**src/rtl/abc_pkg.sv**
```systemverilog
// Shared types, constants and codes for the allocation bitmap access check.
package abc_pkg;

  // Default map size in allocation units.
  localparam int NUM_UNITS_DEF = 4096;

  // Fixed byte address at which the heap begins.
  localparam logic [31:0] HEAP_BASE = 32'h0040_0000;

  // Field widths.
  localparam int ADDR_W  = 32;
  localparam int LEN_W   = 25;
  localparam int START_W = 12;
  localparam int COUNT_W = 13;
  localparam int SHIFT_W = 4;
  localparam int HEAP_W  = 13;
  // Unit indexes that a request can reach stay below the heap size.
  localparam int UNIT_W  = 13;
  // Bits of a unit index that select a bit within a 32-bit map word.
  localparam int BIT_W   = 5;
  localparam int WORD_BITS = 32;

  // Stream and register port widths.
  localparam int IN_TDATA_W  = 88;
  localparam int IN_TUSER_W  = 2;
  localparam int OUT_TDATA_W = 8;
  localparam int APB_DATA_W  = 32;
  localparam int APB_ADDR_W  = 3;

  // Register reset values.
  localparam logic [SHIFT_W-1:0] UNIT_SHIFT_RST = 4'd4;
  localparam logic [HEAP_W-1:0]  HEAP_UNITS_RST = 13'd4096;

  // Depth of the queue between front and back.
  localparam int QUEUE_DEPTH = 2;

  // Register indexes, taken from paddr[2].
  typedef enum logic {
    REG_UNIT_SHIFT = 1'b0,
    REG_HEAP_UNITS = 1'b1
  } reg_idx_e;

  // Request types as they arrive on the input stream.
  typedef enum logic [1:0] {
    REQ_ALLOC = 2'd0,
    REQ_FREE  = 2'd1,
    REQ_READ  = 2'd2,
    REQ_WRITE = 2'd3
  } req_type_e;

  // Result codes.
  typedef enum logic [1:0] {
    ST_OK      = 2'd0,
    ST_BOUNDS  = 2'd1,
    ST_UNALLOC = 2'd2
  } status_e;

  // Work kinds carried out by the back end.
  typedef enum logic [1:0] {
    K_SET = 2'd0,
    K_CLR = 2'd1,
    K_CHK = 2'd2
  } kind_e;

  // Front end states.
  typedef enum logic [1:0] {
    F_IDLE,
    F_CALC,
    F_PUSH
  } front_state_e;

  // Back end states.
  typedef enum logic [2:0] {
    B_CLEAR,
    B_IDLE,
    B_READ,
    B_EVAL,
    B_DONE
  } back_state_e;

  // Configuration register contents.
  typedef struct packed {
    logic [SHIFT_W-1:0] unit_shift;
    logic [HEAP_W-1:0]  heap_units;
  } cfg_t;

  // One classified request waiting for the back end.
  typedef struct packed {
    kind_e             kind;
    logic              bad;
    logic              empty;
    logic [UNIT_W-1:0] first;
    logic [UNIT_W-1:0] last;
  } qent_t;

endpackage

```
**src/rtl/abc_ram.sv**
```systemverilog
// Generic single-write, single-read RAM with registered read data.
module abc_ram #(
  parameter int WIDTH = 32,
  parameter int DEPTH = 128,
  localparam int AW = (DEPTH > 1) ? $clog2(DEPTH) : 1
) (
  input  logic             clk_i,
  input  logic             we_i,
  input  logic [AW-1:0]    waddr_i,
  input  logic [WIDTH-1:0] wdata_i,
  input  logic             re_i,
  input  logic [AW-1:0]    raddr_i,
  output logic [WIDTH-1:0] rdata_o
);

  logic [WIDTH-1:0] mem_q [DEPTH];
  logic [WIDTH-1:0] rdata_q;

  // Write port.
  always_ff @(posedge clk_i) begin
    if (we_i) begin
      mem_q[waddr_i] <= wdata_i;
    end
  end

  // Registered read port.
  always_ff @(posedge clk_i) begin
    if (re_i) begin
      rdata_q <= mem_q[raddr_i];
    end
  end

  assign rdata_o = rdata_q;

endmodule

```
**src/rtl/abc_fifo.sv**
```systemverilog
// Short request queue between the front and back ends.
module abc_fifo (
  input  logic          clk_i,
  input  logic          rst_ni,
  input  logic          push_i,
  input  abc_pkg::qent_t entry_i,
  output logic          full_o,
  input  logic          pop_i,
  output logic          empty_o,
  output abc_pkg::qent_t head_o
);
  import abc_pkg::*;

  localparam int PW = (QUEUE_DEPTH > 1) ? $clog2(QUEUE_DEPTH) : 1;
  localparam int CW = $clog2(QUEUE_DEPTH + 1);

  qent_t         slot_q [QUEUE_DEPTH];
  logic [PW-1:0] wr_q, wr_d;
  logic [PW-1:0] rd_q, rd_d;
  logic [CW-1:0] cnt_q, cnt_d;
  logic          do_push;
  logic          do_pop;

  assign full_o  = (cnt_q == CW'(QUEUE_DEPTH));
  assign empty_o = (cnt_q == '0);
  assign head_o  = slot_q[rd_q];
  assign do_push = push_i && !full_o;
  assign do_pop  = pop_i && !empty_o;

  // Pointer and fill count update.
  always_comb begin
    wr_d  = wr_q;
    rd_d  = rd_q;
    cnt_d = cnt_q;
    if (do_push) begin
      wr_d = (wr_q == PW'(QUEUE_DEPTH - 1)) ? '0 : wr_q + 1'b1;
    end
    if (do_pop) begin
      rd_d = (rd_q == PW'(QUEUE_DEPTH - 1)) ? '0 : rd_q + 1'b1;
    end
    if (do_push && !do_pop) begin
      cnt_d = cnt_q + 1'b1;
    end else if (do_pop && !do_push) begin
      cnt_d = cnt_q - 1'b1;
    end
  end

  always_ff @(posedge clk_i or negedge rst_ni) begin
    if (!rst_ni) begin
      wr_q  <= '0;
      rd_q  <= '0;
      cnt_q <= '0;
    end else begin
      wr_q  <= wr_d;
      rd_q  <= rd_d;
      cnt_q <= cnt_d;
    end
  end

  // Entry storage.
  always_ff @(posedge clk_i) begin
    if (do_push) begin
      slot_q[wr_q] <= entry_i;
    end
  end

endmodule

```
**src/rtl/abc_front.sv**
```systemverilog
// Front end: takes requests, checks bounds and turns them into unit ranges.
module abc_front #(
  parameter int NUM_UNITS = abc_pkg::NUM_UNITS_DEF
) (
  input  logic                        clk_i,
  input  logic                        rst_ni,
  input  abc_pkg::cfg_t               cfg_i,
  input  logic                        hold_i,
  input  logic                        in_valid_i,
  output logic                        in_ready_o,
  input  abc_pkg::req_type_e          in_type_i,
  input  logic [abc_pkg::ADDR_W-1:0]  in_addr_i,
  input  logic [abc_pkg::LEN_W-1:0]   in_len_i,
  input  logic [abc_pkg::START_W-1:0] in_start_i,
  input  logic [abc_pkg::COUNT_W-1:0] in_count_i,
  input  logic                        full_i,
  output logic                        push_o,
  output abc_pkg::qent_t              entry_o
);
  import abc_pkg::*;

  front_state_e       state_q, state_d;
  req_type_e          type_q;
  logic [ADDR_W-1:0]  addr_q;
  logic [LEN_W-1:0]   len_q;
  logic [START_W-1:0] start_q;
  logic [COUNT_W-1:0] count_q;
  logic               bad_q, bad_d;
  logic               empty_q, empty_d;
  logic [ADDR_W-1:0]  lo_q, lo_d;
  logic [ADDR_W:0]    hi_q, hi_d;
  logic [HEAP_W-1:0]  heap_eff;
  logic [ADDR_W:0]    heap_lim;
  logic               is_mark;
  logic [COUNT_W:0]   mark_end;
  logic [ADDR_W:0]    chk_end;
  logic [ADDR_W-1:0]  chk_off;
  logic               accept;

  // Heap size in units is capped by the map size; the byte limit follows.
  assign heap_eff = (32'(cfg_i.heap_units) > NUM_UNITS) ? HEAP_W'(NUM_UNITS)
                                                        : cfg_i.heap_units;
  assign heap_lim = (ADDR_W + 1)'(HEAP_BASE)
                  + ((ADDR_W + 1)'(heap_eff) << cfg_i.unit_shift);

  assign is_mark  = (type_q == REQ_ALLOC) || (type_q == REQ_FREE);
  assign mark_end = (COUNT_W + 1)'(start_q) + (COUNT_W + 1)'(count_q);
  assign chk_end  = (ADDR_W + 1)'(addr_q) + (ADDR_W + 1)'(len_q);
  assign chk_off  = addr_q - HEAP_BASE;

  // Classification of the captured request.
  always_comb begin
    if (is_mark) begin
      bad_d   = mark_end > (COUNT_W + 1)'(heap_eff);
      empty_d = (count_q == '0);
      lo_d    = ADDR_W'(start_q);
      hi_d    = (ADDR_W + 1)'(mark_end) - 1'b1;
    end else begin
      bad_d   = (addr_q < HEAP_BASE) || (chk_end > heap_lim);
      empty_d = (len_q == '0);
      lo_d    = chk_off;
      hi_d    = (ADDR_W + 1)'(chk_off) + (ADDR_W + 1)'(len_q) - 1'b1;
    end
  end

  // Next state.
  always_comb begin
    state_d = state_q;
    unique case (state_q)
      F_IDLE: if (in_valid_i && !hold_i) state_d = F_CALC;
      F_CALC: state_d = F_PUSH;
      F_PUSH: if (!full_i) state_d = F_IDLE;
      default: state_d = F_IDLE;
    endcase
  end

  // Outputs.
  always_comb begin
    in_ready_o = 1'b0;
    push_o     = 1'b0;
    unique case (state_q)
      F_IDLE: in_ready_o = !hold_i;
      F_CALC: ;
      F_PUSH: push_o = !full_i;
      default: ;
    endcase
  end

  // Queue entry: checks turn byte offsets into unit indexes here.
  always_comb begin
    unique case (type_q)
      REQ_ALLOC: entry_o.kind = K_SET;
      REQ_FREE:  entry_o.kind = K_CLR;
      REQ_READ,
      REQ_WRITE: entry_o.kind = K_CHK;
      default:   entry_o.kind = K_CHK;
    endcase
    entry_o.bad   = bad_q;
    entry_o.empty = empty_q;
    if (is_mark) begin
      entry_o.first = UNIT_W'(lo_q);
      entry_o.last  = UNIT_W'(hi_q);
    end else begin
      entry_o.first = UNIT_W'(lo_q >> cfg_i.unit_shift);
      entry_o.last  = UNIT_W'(hi_q >> cfg_i.unit_shift);
    end
  end

  assign accept = in_valid_i && in_ready_o;

  always_ff @(posedge clk_i or negedge rst_ni) begin
    if (!rst_ni) begin
      state_q <= F_IDLE;
    end else begin
      state_q <= state_d;
    end
  end

  // Request capture and classification registers.
  always_ff @(posedge clk_i) begin
    if (accept) begin
      type_q  <= in_type_i;
      addr_q  <= in_addr_i;
      len_q   <= in_len_i;
      start_q <= in_start_i;
      count_q <= in_count_i;
    end
    if (state_q == F_CALC) begin
      bad_q   <= bad_d;
      empty_q <= empty_d;
      lo_q    <= lo_d;
      hi_q    <= hi_d;
    end
  end

endmodule

```
**src/rtl/abc_back.sv**
```systemverilog
// Back end: clears the map after reset, then walks map words per request.
module abc_back #(
  parameter int NUM_UNITS = abc_pkg::NUM_UNITS_DEF
) (
  input  logic                            clk_i,
  input  logic                            rst_ni,
  output logic                            clearing_o,
  input  logic                            empty_i,
  input  abc_pkg::qent_t                  head_i,
  output logic                            pop_o,
  output logic                            out_valid_o,
  input  logic                            out_ready_i,
  output abc_pkg::status_e                out_status_o
);
  import abc_pkg::*;

  localparam int MAP_WORDS = (NUM_UNITS + WORD_BITS - 1) / WORD_BITS;
  localparam int WW = (MAP_WORDS > 1) ? $clog2(MAP_WORDS) : 1;

  back_state_e          state_q, state_d;
  qent_t                ent_q;
  logic [WW-1:0]        word_q;
  logic [WW-1:0]        clr_q;
  status_e              status_q;
  logic                 out_valid_q;
  status_e              out_status_q;
  logic [WW-1:0]        first_word;
  logic [WW-1:0]        last_word;
  logic [WW-1:0]        head_first_word;
  logic [BIT_W-1:0]     lo_bit;
  logic [BIT_W-1:0]     hi_bit;
  logic [WORD_BITS-1:0] mask;
  logic [WORD_BITS-1:0] rdata;
  logic                 miss;
  logic                 at_last;
  logic                 out_free;
  logic                 ram_we;
  logic [WW-1:0]        ram_waddr;
  logic [WORD_BITS-1:0] ram_wdata;
  logic                 ram_re;

  abc_ram #(
    .WIDTH(WORD_BITS),
    .DEPTH(MAP_WORDS)
  ) u_map (
    .clk_i  (clk_i),
    .we_i   (ram_we),
    .waddr_i(ram_waddr),
    .wdata_i(ram_wdata),
    .re_i   (ram_re),
    .raddr_i(word_q),
    .rdata_o(rdata)
  );

  // Word range and bit mask of the current word.
  assign first_word      = WW'(ent_q.first >> BIT_W);
  assign last_word       = WW'(ent_q.last >> BIT_W);
  assign head_first_word = WW'(head_i.first >> BIT_W);
  assign lo_bit  = (word_q == first_word) ? ent_q.first[BIT_W-1:0] : '0;
  assign hi_bit  = (word_q == last_word) ? ent_q.last[BIT_W-1:0] : '1;
  assign mask    = ({WORD_BITS{1'b1}} << lo_bit)
                 & ({WORD_BITS{1'b1}} >> (BIT_W'(WORD_BITS - 1) - hi_bit));
  assign miss    = (rdata & mask) != mask;
  assign at_last = (word_q == last_word);
  assign out_free = !out_valid_q || out_ready_i;

  // Next state.
  always_comb begin
    state_d = state_q;
    unique case (state_q)
      B_CLEAR: if (clr_q == WW'(MAP_WORDS - 1)) state_d = B_IDLE;
      B_IDLE: begin
        if (!empty_i) begin
          state_d = (head_i.bad || head_i.empty) ? B_DONE : B_READ;
        end
      end
      B_READ: state_d = B_EVAL;
      B_EVAL: begin
        if ((ent_q.kind == K_CHK && miss) || at_last) begin
          state_d = B_DONE;
        end else begin
          state_d = B_READ;
        end
      end
      B_DONE: if (out_free) state_d = B_IDLE;
      default: state_d = B_IDLE;
    endcase
  end

  // Outputs toward the queue and the map memory.
  always_comb begin
    clearing_o = 1'b0;
    pop_o      = 1'b0;
    ram_we     = 1'b0;
    ram_waddr  = word_q;
    ram_wdata  = rdata | mask;
    ram_re     = 1'b0;
    unique case (state_q)
      B_CLEAR: begin
        clearing_o = 1'b1;
        ram_we     = 1'b1;
        ram_waddr  = clr_q;
        ram_wdata  = '0;
      end
      B_IDLE: pop_o = !empty_i;
      B_READ: ram_re = 1'b1;
      B_EVAL: begin
        ram_we    = (ent_q.kind == K_SET) || (ent_q.kind == K_CLR);
        ram_wdata = (ent_q.kind == K_SET) ? (rdata | mask) : (rdata & ~mask);
      end
      B_DONE: ;
      default: ;
    endcase
  end

  always_ff @(posedge clk_i or negedge rst_ni) begin
    if (!rst_ni) begin
      state_q     <= B_CLEAR;
      clr_q       <= '0;
      out_valid_q <= 1'b0;
    end else begin
      state_q <= state_d;
      if (state_q == B_CLEAR) begin
        clr_q <= clr_q + 1'b1;
      end
      // Result register: loaded when done, emptied when taken.
      if (state_q == B_DONE && out_free) begin
        out_valid_q <= 1'b1;
      end else if (out_ready_i) begin
        out_valid_q <= 1'b0;
      end
    end
  end

  // Request, word walk and status registers.
  always_ff @(posedge clk_i) begin
    unique case (state_q)
      B_IDLE: begin
        ent_q    <= head_i;
        word_q   <= head_first_word;
        status_q <= head_i.bad ? ST_BOUNDS : ST_OK;
      end
      B_EVAL: begin
        if (ent_q.kind == K_CHK && miss) begin
          status_q <= ST_UNALLOC;
        end
        word_q <= word_q + 1'b1;
      end
      B_DONE: begin
        if (out_free) begin
          out_status_q <= status_q;
        end
      end
      B_CLEAR, B_READ: ;
      default: ;
    endcase
  end

  assign out_valid_o  = out_valid_q;
  assign out_status_o = out_status_q;

endmodule

```
**src/rtl/allocation_bitmap_access_check.sv**
```systemverilog
// Top level of the allocation bitmap access check.
//
//  Channel   Direction  Content
//  s_axis    in         tdata: address, length, start_unit, unit_count; tuser: req_type
//  m_axis    out        tdata: status
//  apb       in         registers unit_shift (0x0) and heap_units (0x4)
//
// A request passes the front end states F_IDLE, F_CALC and F_PUSH. In the back end
// each 32-bit map word that its unit range spans takes a map read state and an
// evaluate state, in which a mark writes the word back. A check stops after the
// first word that holds an unallocated unit. Requests that fail the bounds check
// or have zero length or count go straight to the done state in the back end.
// After reset the map is cleared one word a cycle, while s_axis_tready stays low.
// A stalled result holds in the output register while the front end keeps taking
// requests into a 2-entry queue.
module allocation_bitmap_access_check #(
  parameter int NUM_UNITS = abc_pkg::NUM_UNITS_DEF
) (
  input  logic                           clk_i,
  input  logic                           rst_ni,
  // Input stream
  input  logic                           s_axis_tvalid,
  output logic                           s_axis_tready,
  // [31:0] address, [56:32] length, [68:57] start_unit, [81:69] unit_count
  input  logic [abc_pkg::IN_TDATA_W-1:0] s_axis_tdata,
  // [1:0] req_type
  input  logic [abc_pkg::IN_TUSER_W-1:0] s_axis_tuser,
  // Result stream
  output logic                           m_axis_tvalid,
  input  logic                           m_axis_tready,
  // [1:0] status
  output logic [abc_pkg::OUT_TDATA_W-1:0] m_axis_tdata,
  // Register port
  input  logic                           psel,
  input  logic                           penable,
  input  logic                           pwrite,
  input  logic [abc_pkg::APB_ADDR_W-1:0] paddr,
  input  logic [abc_pkg::APB_DATA_W-1:0] pwdata,
  output logic [abc_pkg::APB_DATA_W-1:0] prdata,
  output logic                           pready
);
  import abc_pkg::*;

  localparam int LEN_LO   = ADDR_W;
  localparam int START_LO = LEN_LO + LEN_W;
  localparam int COUNT_LO = START_LO + START_W;

  cfg_t     cfg_q;
  reg_idx_e reg_idx;
  logic     cfg_we;
  logic     clearing;
  logic     full;
  logic     push;
  qent_t    entry;
  logic     empty;
  logic     pop;
  qent_t    head;
  status_e  out_status;

  // Register port: always ready, written in the access phase.
  assign pready  = 1'b1;
  assign reg_idx = reg_idx_e'(paddr[2]);
  assign cfg_we  = psel && penable && pwrite;

  always_comb begin
    unique case (reg_idx)
      REG_UNIT_SHIFT: prdata = APB_DATA_W'(cfg_q.unit_shift);
      REG_HEAP_UNITS: prdata = APB_DATA_W'(cfg_q.heap_units);
      default:        prdata = '0;
    endcase
  end

  always_ff @(posedge clk_i or negedge rst_ni) begin
    if (!rst_ni) begin
      cfg_q.unit_shift <= UNIT_SHIFT_RST;
      cfg_q.heap_units <= HEAP_UNITS_RST;
    end else if (cfg_we) begin
      unique case (reg_idx)
        REG_UNIT_SHIFT: cfg_q.unit_shift <= pwdata[SHIFT_W-1:0];
        REG_HEAP_UNITS: cfg_q.heap_units <= pwdata[HEAP_W-1:0];
        default: ;
      endcase
    end
  end

  abc_front #(
    .NUM_UNITS(NUM_UNITS)
  ) u_front (
    .clk_i     (clk_i),
    .rst_ni    (rst_ni),
    .cfg_i     (cfg_q),
    .hold_i    (clearing),
    .in_valid_i(s_axis_tvalid),
    .in_ready_o(s_axis_tready),
    .in_type_i (req_type_e'(s_axis_tuser[1:0])),
    .in_addr_i (s_axis_tdata[ADDR_W-1:0]),
    .in_len_i  (s_axis_tdata[LEN_LO +: LEN_W]),
    .in_start_i(s_axis_tdata[START_LO +: START_W]),
    .in_count_i(s_axis_tdata[COUNT_LO +: COUNT_W]),
    .full_i    (full),
    .push_o    (push),
    .entry_o   (entry)
  );

  abc_fifo u_queue (
    .clk_i  (clk_i),
    .rst_ni (rst_ni),
    .push_i (push),
    .entry_i(entry),
    .full_o (full),
    .pop_i  (pop),
    .empty_o(empty),
    .head_o (head)
  );

  abc_back #(
    .NUM_UNITS(NUM_UNITS)
  ) u_back (
    .clk_i       (clk_i),
    .rst_ni      (rst_ni),
    .clearing_o  (clearing),
    .empty_i     (empty),
    .head_i      (head),
    .pop_o       (pop),
    .out_valid_o (m_axis_tvalid),
    .out_ready_i (m_axis_tready),
    .out_status_o(out_status)
  );

  assign m_axis_tdata = OUT_TDATA_W'(out_status);

endmodule

```
**config.mk**
```make
export PLATFORM = sky130hd
export DESIGN_NAME = allocation_bitmap_access_check
export DESIGN_NICKNAME = d
export VERILOG_FILES = /design/src/rtl/abc_pkg.sv /design/src/rtl/abc_ram.sv /design/src/rtl/abc_fifo.sv /design/src/rtl/abc_front.sv /design/src/rtl/abc_back.sv /design/src/rtl/allocation_bitmap_access_check.sv
export SDC_FILE = /design/constraint.sdc
export NUM_CORES = 2
export LEC_CHECK = 0
export BUFFER_PORTS_ARGS = -buffer_cell sky130_fd_sc_hd__buf_4
export CAP_MARGIN = 5
export CORE_UTILIZATION = 52
export DETAILED_ROUTE_END_ITERATION = 16
export GPL_TIMING_DRIVEN = 0
export PLACE_DENSITY_LB_ADDON = 0.3
export RECOVER_POWER = 100
export SYNTH_ARGS = -nofsm -noshare
export SYNTH_HDL_FRONTEND = slang
export SYNTH_MEMORY_MAX_BITS = 65536
export SYNTH_SLANG_ARGS = --single-unit
```
**constraint.sdc**
```tcl
create_clock -name clk_i -period 8.8 [get_ports clk_i]
set_clock_uncertainty 0.1 [all_clocks]
set_input_delay 1.76 -clock clk_i [delete_from_list [all_inputs] [get_ports clk_i]]
set_output_delay 1.76 -clock clk_i [all_outputs]
set_load 0.01 [all_outputs]
```
==> impl_metrics.ini <==
[sta]
finalSetupTns_ns = 0
fin_crit_ns = 8.52
period_share_pct = 96.8
slew_violations = 4059
layout_setup_ws_ns = 0.281
max_slew_margin_pct = -145
tightestPinTransition_ns = 3.66
max_freq_ghz = 0.117
setup_viol_count_final = 0
rsz0062_at_grt = false
final_hold_viol_count = 0

[layout]
final_cells = 14129
layout-area-overhead-vs-synth_pct = 13.8
drive_gt1_share_pct = 24.7
final_cell_mix = edfxtp_1, mux4_2, clkbuf_1
fillCellCount = 23474
layout_commonest_cell = edfxtp_1
nets = 9532

[die]
die_w_um = 584
start_util_pct = 52.3
die_y_um = 584
dieArea_sq_mm = 0.342
num_rows = 213
core-area_sq_mm = 0.337
io_pins = 175

[power_and_ir_drop]
p_per_area_mw_per_mm2 = 386
p_leak_nw = 63.5
peakVddDrop_v = 0.000327

[min_path]
min_to = u_back.out_status_o[1]$_DFFE_PP_
whs_path_depth = 0
min_from = u_back.status_q[1]$_DFFE_PP_
hp-class = flop to flop

[placed_design]
place_hpwl_um = 388000
io_buffers = 121
pre_cts_ws_ns = 1.74
place_inst = 13333
gp_congestion = 0.968

[run]
cap_violations = 176

[route]
post-route-drc-count = 0
drt_iter0_drc = 15667
first_pass_iters = 8
routed_wl_um = 561000
vias_per_cell = 6.80
ant_nets = 0
routedWlPerCell_um = 39.7
vias = 96025

[worst_setup_path]
critPathBufInv = 5
critical_path.max_fanout = 17
required_ns = 9.40
crit_chain = clkbuf_1 -> clkbuf_1 -> clkbuf_1 -> clkbuf_1 -> nand2_1 -> nand2_1 -> nand3_1 -> nor2_1 -> buf_12
critPathCaptureType = flop
cp_common_cell = clkbuf_1
r2r_end = u_back.u_map.mem_q[5][9]$_DFFE_PP_
crit_family = buffers and inverters
ff2ff_setup_slack_ns = 0.28
cpMaxStageDelayCell = nor2_1
r2r_start = u_back.word_q[2]$_DFFE_PP_
crit_type = flop to flop
cpPeakStageDelay_ns = 2.02
arrival_ns = 9.12
crit_path_start_kind = flop
reg2regPathDepth = 9

[yosys]
ys_seq_area_share_pct = 74.7
syn_avg_cell_area_sq_um = 21.0
ys_ff_latch = 4395
syn_area_sq_mm = 0.176
synth_edf_count = 4361
synth_cell_types = 78
ys.warnings.count = 0
synth_flop_cell = edfxtp_1
synthArstFlopShare_pct = 0.774
netlist_instances = 8408

[status]
failed_checks = capacitance limit, slew limit
outcome = finished, violations left

[cts]
htree_levels = 5
cts_buffers = 425
cts_tree = done
cts_buffer_depth = 4
clockRootBuffer = clkbuf_16
cts_resized = 0
cts.clk_slew.worst_paths_ns = 0.06
clock_latency_ns = 1.03
cts_setup_buffers = 0
postCtsHoldBufs = 0
clkSinkCount = 4395

[global_routing]
antenna_found_initial = 30
grt-ovfl-total = 0
track_usage_pct = 32.7
grt_max_degree = 64
grt_first_pass_wirelength_um = 758000
grt_pass1_vias = 94205
==> through the flow <==
step / util (%) / instance area, sq um / hold slack [ns] / total power, mW
after floorplan: - / 176000 / 0.300 / 45.8
after global placement: 54.3 / 183000 / 0.311 / 58.3
after detailed placement: 56.3 / 190000 / 0.318 / 59.8
after CTS: 60.2 / 203000 / 0.318 / 77.4
after global routing: 59.6 / 201000 / 0.314 / 78.7
final: 59.6 / 201000 / 0.310 / 77.5
==> report_power, final <==
| part | internal (mW) | switching [mW] | total, mW |
|---|---|---|---|
| registers | 29.1 | 0.472 | 29.6 |
| clock network | 9.89 | 7.89 | 17.8 |
| logic | 9.22 | 20.9 | 30.1 |
| total | 48.2 | 29.2 | 77.5 |
==> cell families (layout without fill, tap and decap cells) <==
logic type | count (synthesis) | after routing | share of synthesized area, %
other | 2 | 42 | 0.00426
AO/OA/AOI/OAI | 825 | 825 | 3.00
flip-flops | 4395 | 4395 | 74.7
adder cells (fa/ha/maj) | 138 | 138 | 0.992
AND/OR/NAND/NOR | 731 | 731 | 1.90
multiplexers | 1605 | 1605 | 17.4
buffers and inverters | 615 | 1781 | 1.51
XOR/XNOR | 97 | 97 | 0.486
==> worst max-delay path by stage <==
| stage | startpoint | to | slack [ns] | cells after the start |
|---|---|---|---|---|
| 2_1_floorplan | u_back.word_q[0]$_DFFE_PP_ | u_back.u_map.mem_q[0][9]$_DFFE_PP_ | 1.07 | 9 |
| 3_3_place_gp | u_back.word_q[2]$_DFFE_PP_ | u_back.u_map.mem_q[46][9]$_DFFE_PP_ | -5.53 | 9 |
| 3_5_place_dp | u_back.word_q[3]$_DFFE_PP_ | u_back.u_map.mem_q[83][20]$_DFFE_PP_ | 1.74 | 11 |
| 4_1_cts | u_back.word_q[3]$_DFFE_PP_ | u_back.u_map.mem_q[83][16]$_DFFE_PP_ | 1.70 | 11 |
| 5_1_grt | u_back.word_q[1]$_DFFE_PP_ | u_back.u_map.mem_q[26][2]$_DFFE_PP_ | 0.64 | 12 |
| 6_report | u_back.word_q[2]$_DFFE_PP_ | u_back.u_map.mem_q[5][9]$_DFFE_PP_ | 0.28 | 9 |
==> worst reg2reg max path: stages, from the launching register on <==
cell	delay (ns)
edfxtp_1	0.39
clkbuf_1	1.31
clkbuf_1	1.12
clkbuf_1	0.88
clkbuf_1	1.37
nand2_1	0.19
nand2_1	0.28
nand3_1	0.25
nor2_1	2.02
buf_12	0.30
==> cell usage after synthesis (all sizes together), types with 6 or more instances <==
| master | instances | share of area, % |
|---|---|---|
| a2111oi | 15 | 0.078 |
| a211oi | 95 | 0.40 |
| a21boi | 10 | 0.043 |
| a21o | 44 | 0.19 |
| a21oi | 208 | 0.59 |
| a221oi | 10 | 0.050 |
| a22oi | 12 | 0.051 |
| a31oi | 12 | 0.043 |
| and2 | 27 | 0.096 |
| and3 | 13 | 0.046 |
| buf | 248 | 0.73 |
| clkbuf | 227 | 0.48 |
| dfrtp | 32 | 0.45 |
| edfxtp | 4361 | 74 |
| ha | 135 | 0.96 |
| inv | 138 | 0.29 |
| mux2 | 141 | 0.90 |
| mux2i | 311 | 1.8 |
| mux4 | 1153 | 15 |
| nand2 | 170 | 0.36 |
| nand2b | 37 | 0.13 |
| nand3 | 41 | 0.12 |
| nand3b | 14 | 0.060 |
| nand4 | 22 | 0.082 |
| nor2 | 311 | 0.66 |
| nor2b | 11 | 0.039 |
| nor3 | 32 | 0.10 |
| nor4 | 17 | 0.060 |
| o21a | 17 | 0.072 |
| o21ai | 189 | 0.54 |
| o21bai | 10 | 0.043 |
| o221ai | 70 | 0.35 |
| o22ai | 78 | 0.28 |
| o2bb2ai | 6 | 0.030 |
| o31ai | 8 | 0.034 |
| or2 | 15 | 0.053 |
| or3 | 12 | 0.043 |
| xnor2 | 74 | 0.37 |
| xor2 | 23 | 0.11 |
==> area by class of cell <==
class / instances / area (sq um) / area share [%]
Antenna cell: 15 / 37.5 / 0.0187
Buffer: 475 / 2150 / 1.07
Clock buffer: 536 / 11200 / 5.57
Clock inverter: 228 / 2150 / 1.07
Inverter: 140 / 526 / 0.262
Multi-Input combinational cell: 3423 / 42600 / 21.2
Sequential cell: 4395 / 132000 / 65.6
Tap cell: 4515 / 5650 / 2.81
Timing Repair Buffer: 402 / 4760 / 2.37
==> per-layer routing <==
| layer | GRT usage (%) | part of all wire (%) | vias up |
|---|---|---|---|
| met5 | 0.939 | 0.14 | - |
| met4 | 18.0 | 7.1 | 22 |
| met3 | 10.7 | 14 | 1502 |
| met2 | 48.9 | 44 | 7753 |
| met1 | 42.6 | 34 | 49886 |
| li1 | - | - | 36862 |
==> flip-flops by register name, indices dropped and copies added, names as in the netlist <==
| name | flops |
|---|---|
| cfg_q | 17 |
| u_back.clr_q | 7 |
| u_back.ent_q | 26 |
| u_back.out_status_o | 2 |
| u_back.out_valid_o | 1 |
| u_back.state_q | 3 |
| u_back.status_q | 2 |
| u_back.u_map.mem_q | 4096 |
| u_back.u_map.rdata_o | 32 |
| u_back.word_q | 7 |
| u_front.addr_q | 32 |
| u_front.bad_q | 1 |
| u_front.count_q | 13 |
| u_front.empty_q | 1 |
| u_front.hi_q | 27 |
| u_front.len_q | 25 |
| u_front.lo_q | 27 |
| u_front.start_q | 12 |
| u_front.state_q | 2 |
| u_front.type_q | 2 |
| u_queue.cnt_q | 2 |
| u_queue.rd_q | 1 |
| u_queue.slot_q | 56 |
| u_queue.wr_q | 1 |
(Power assumes the default switching activity.)
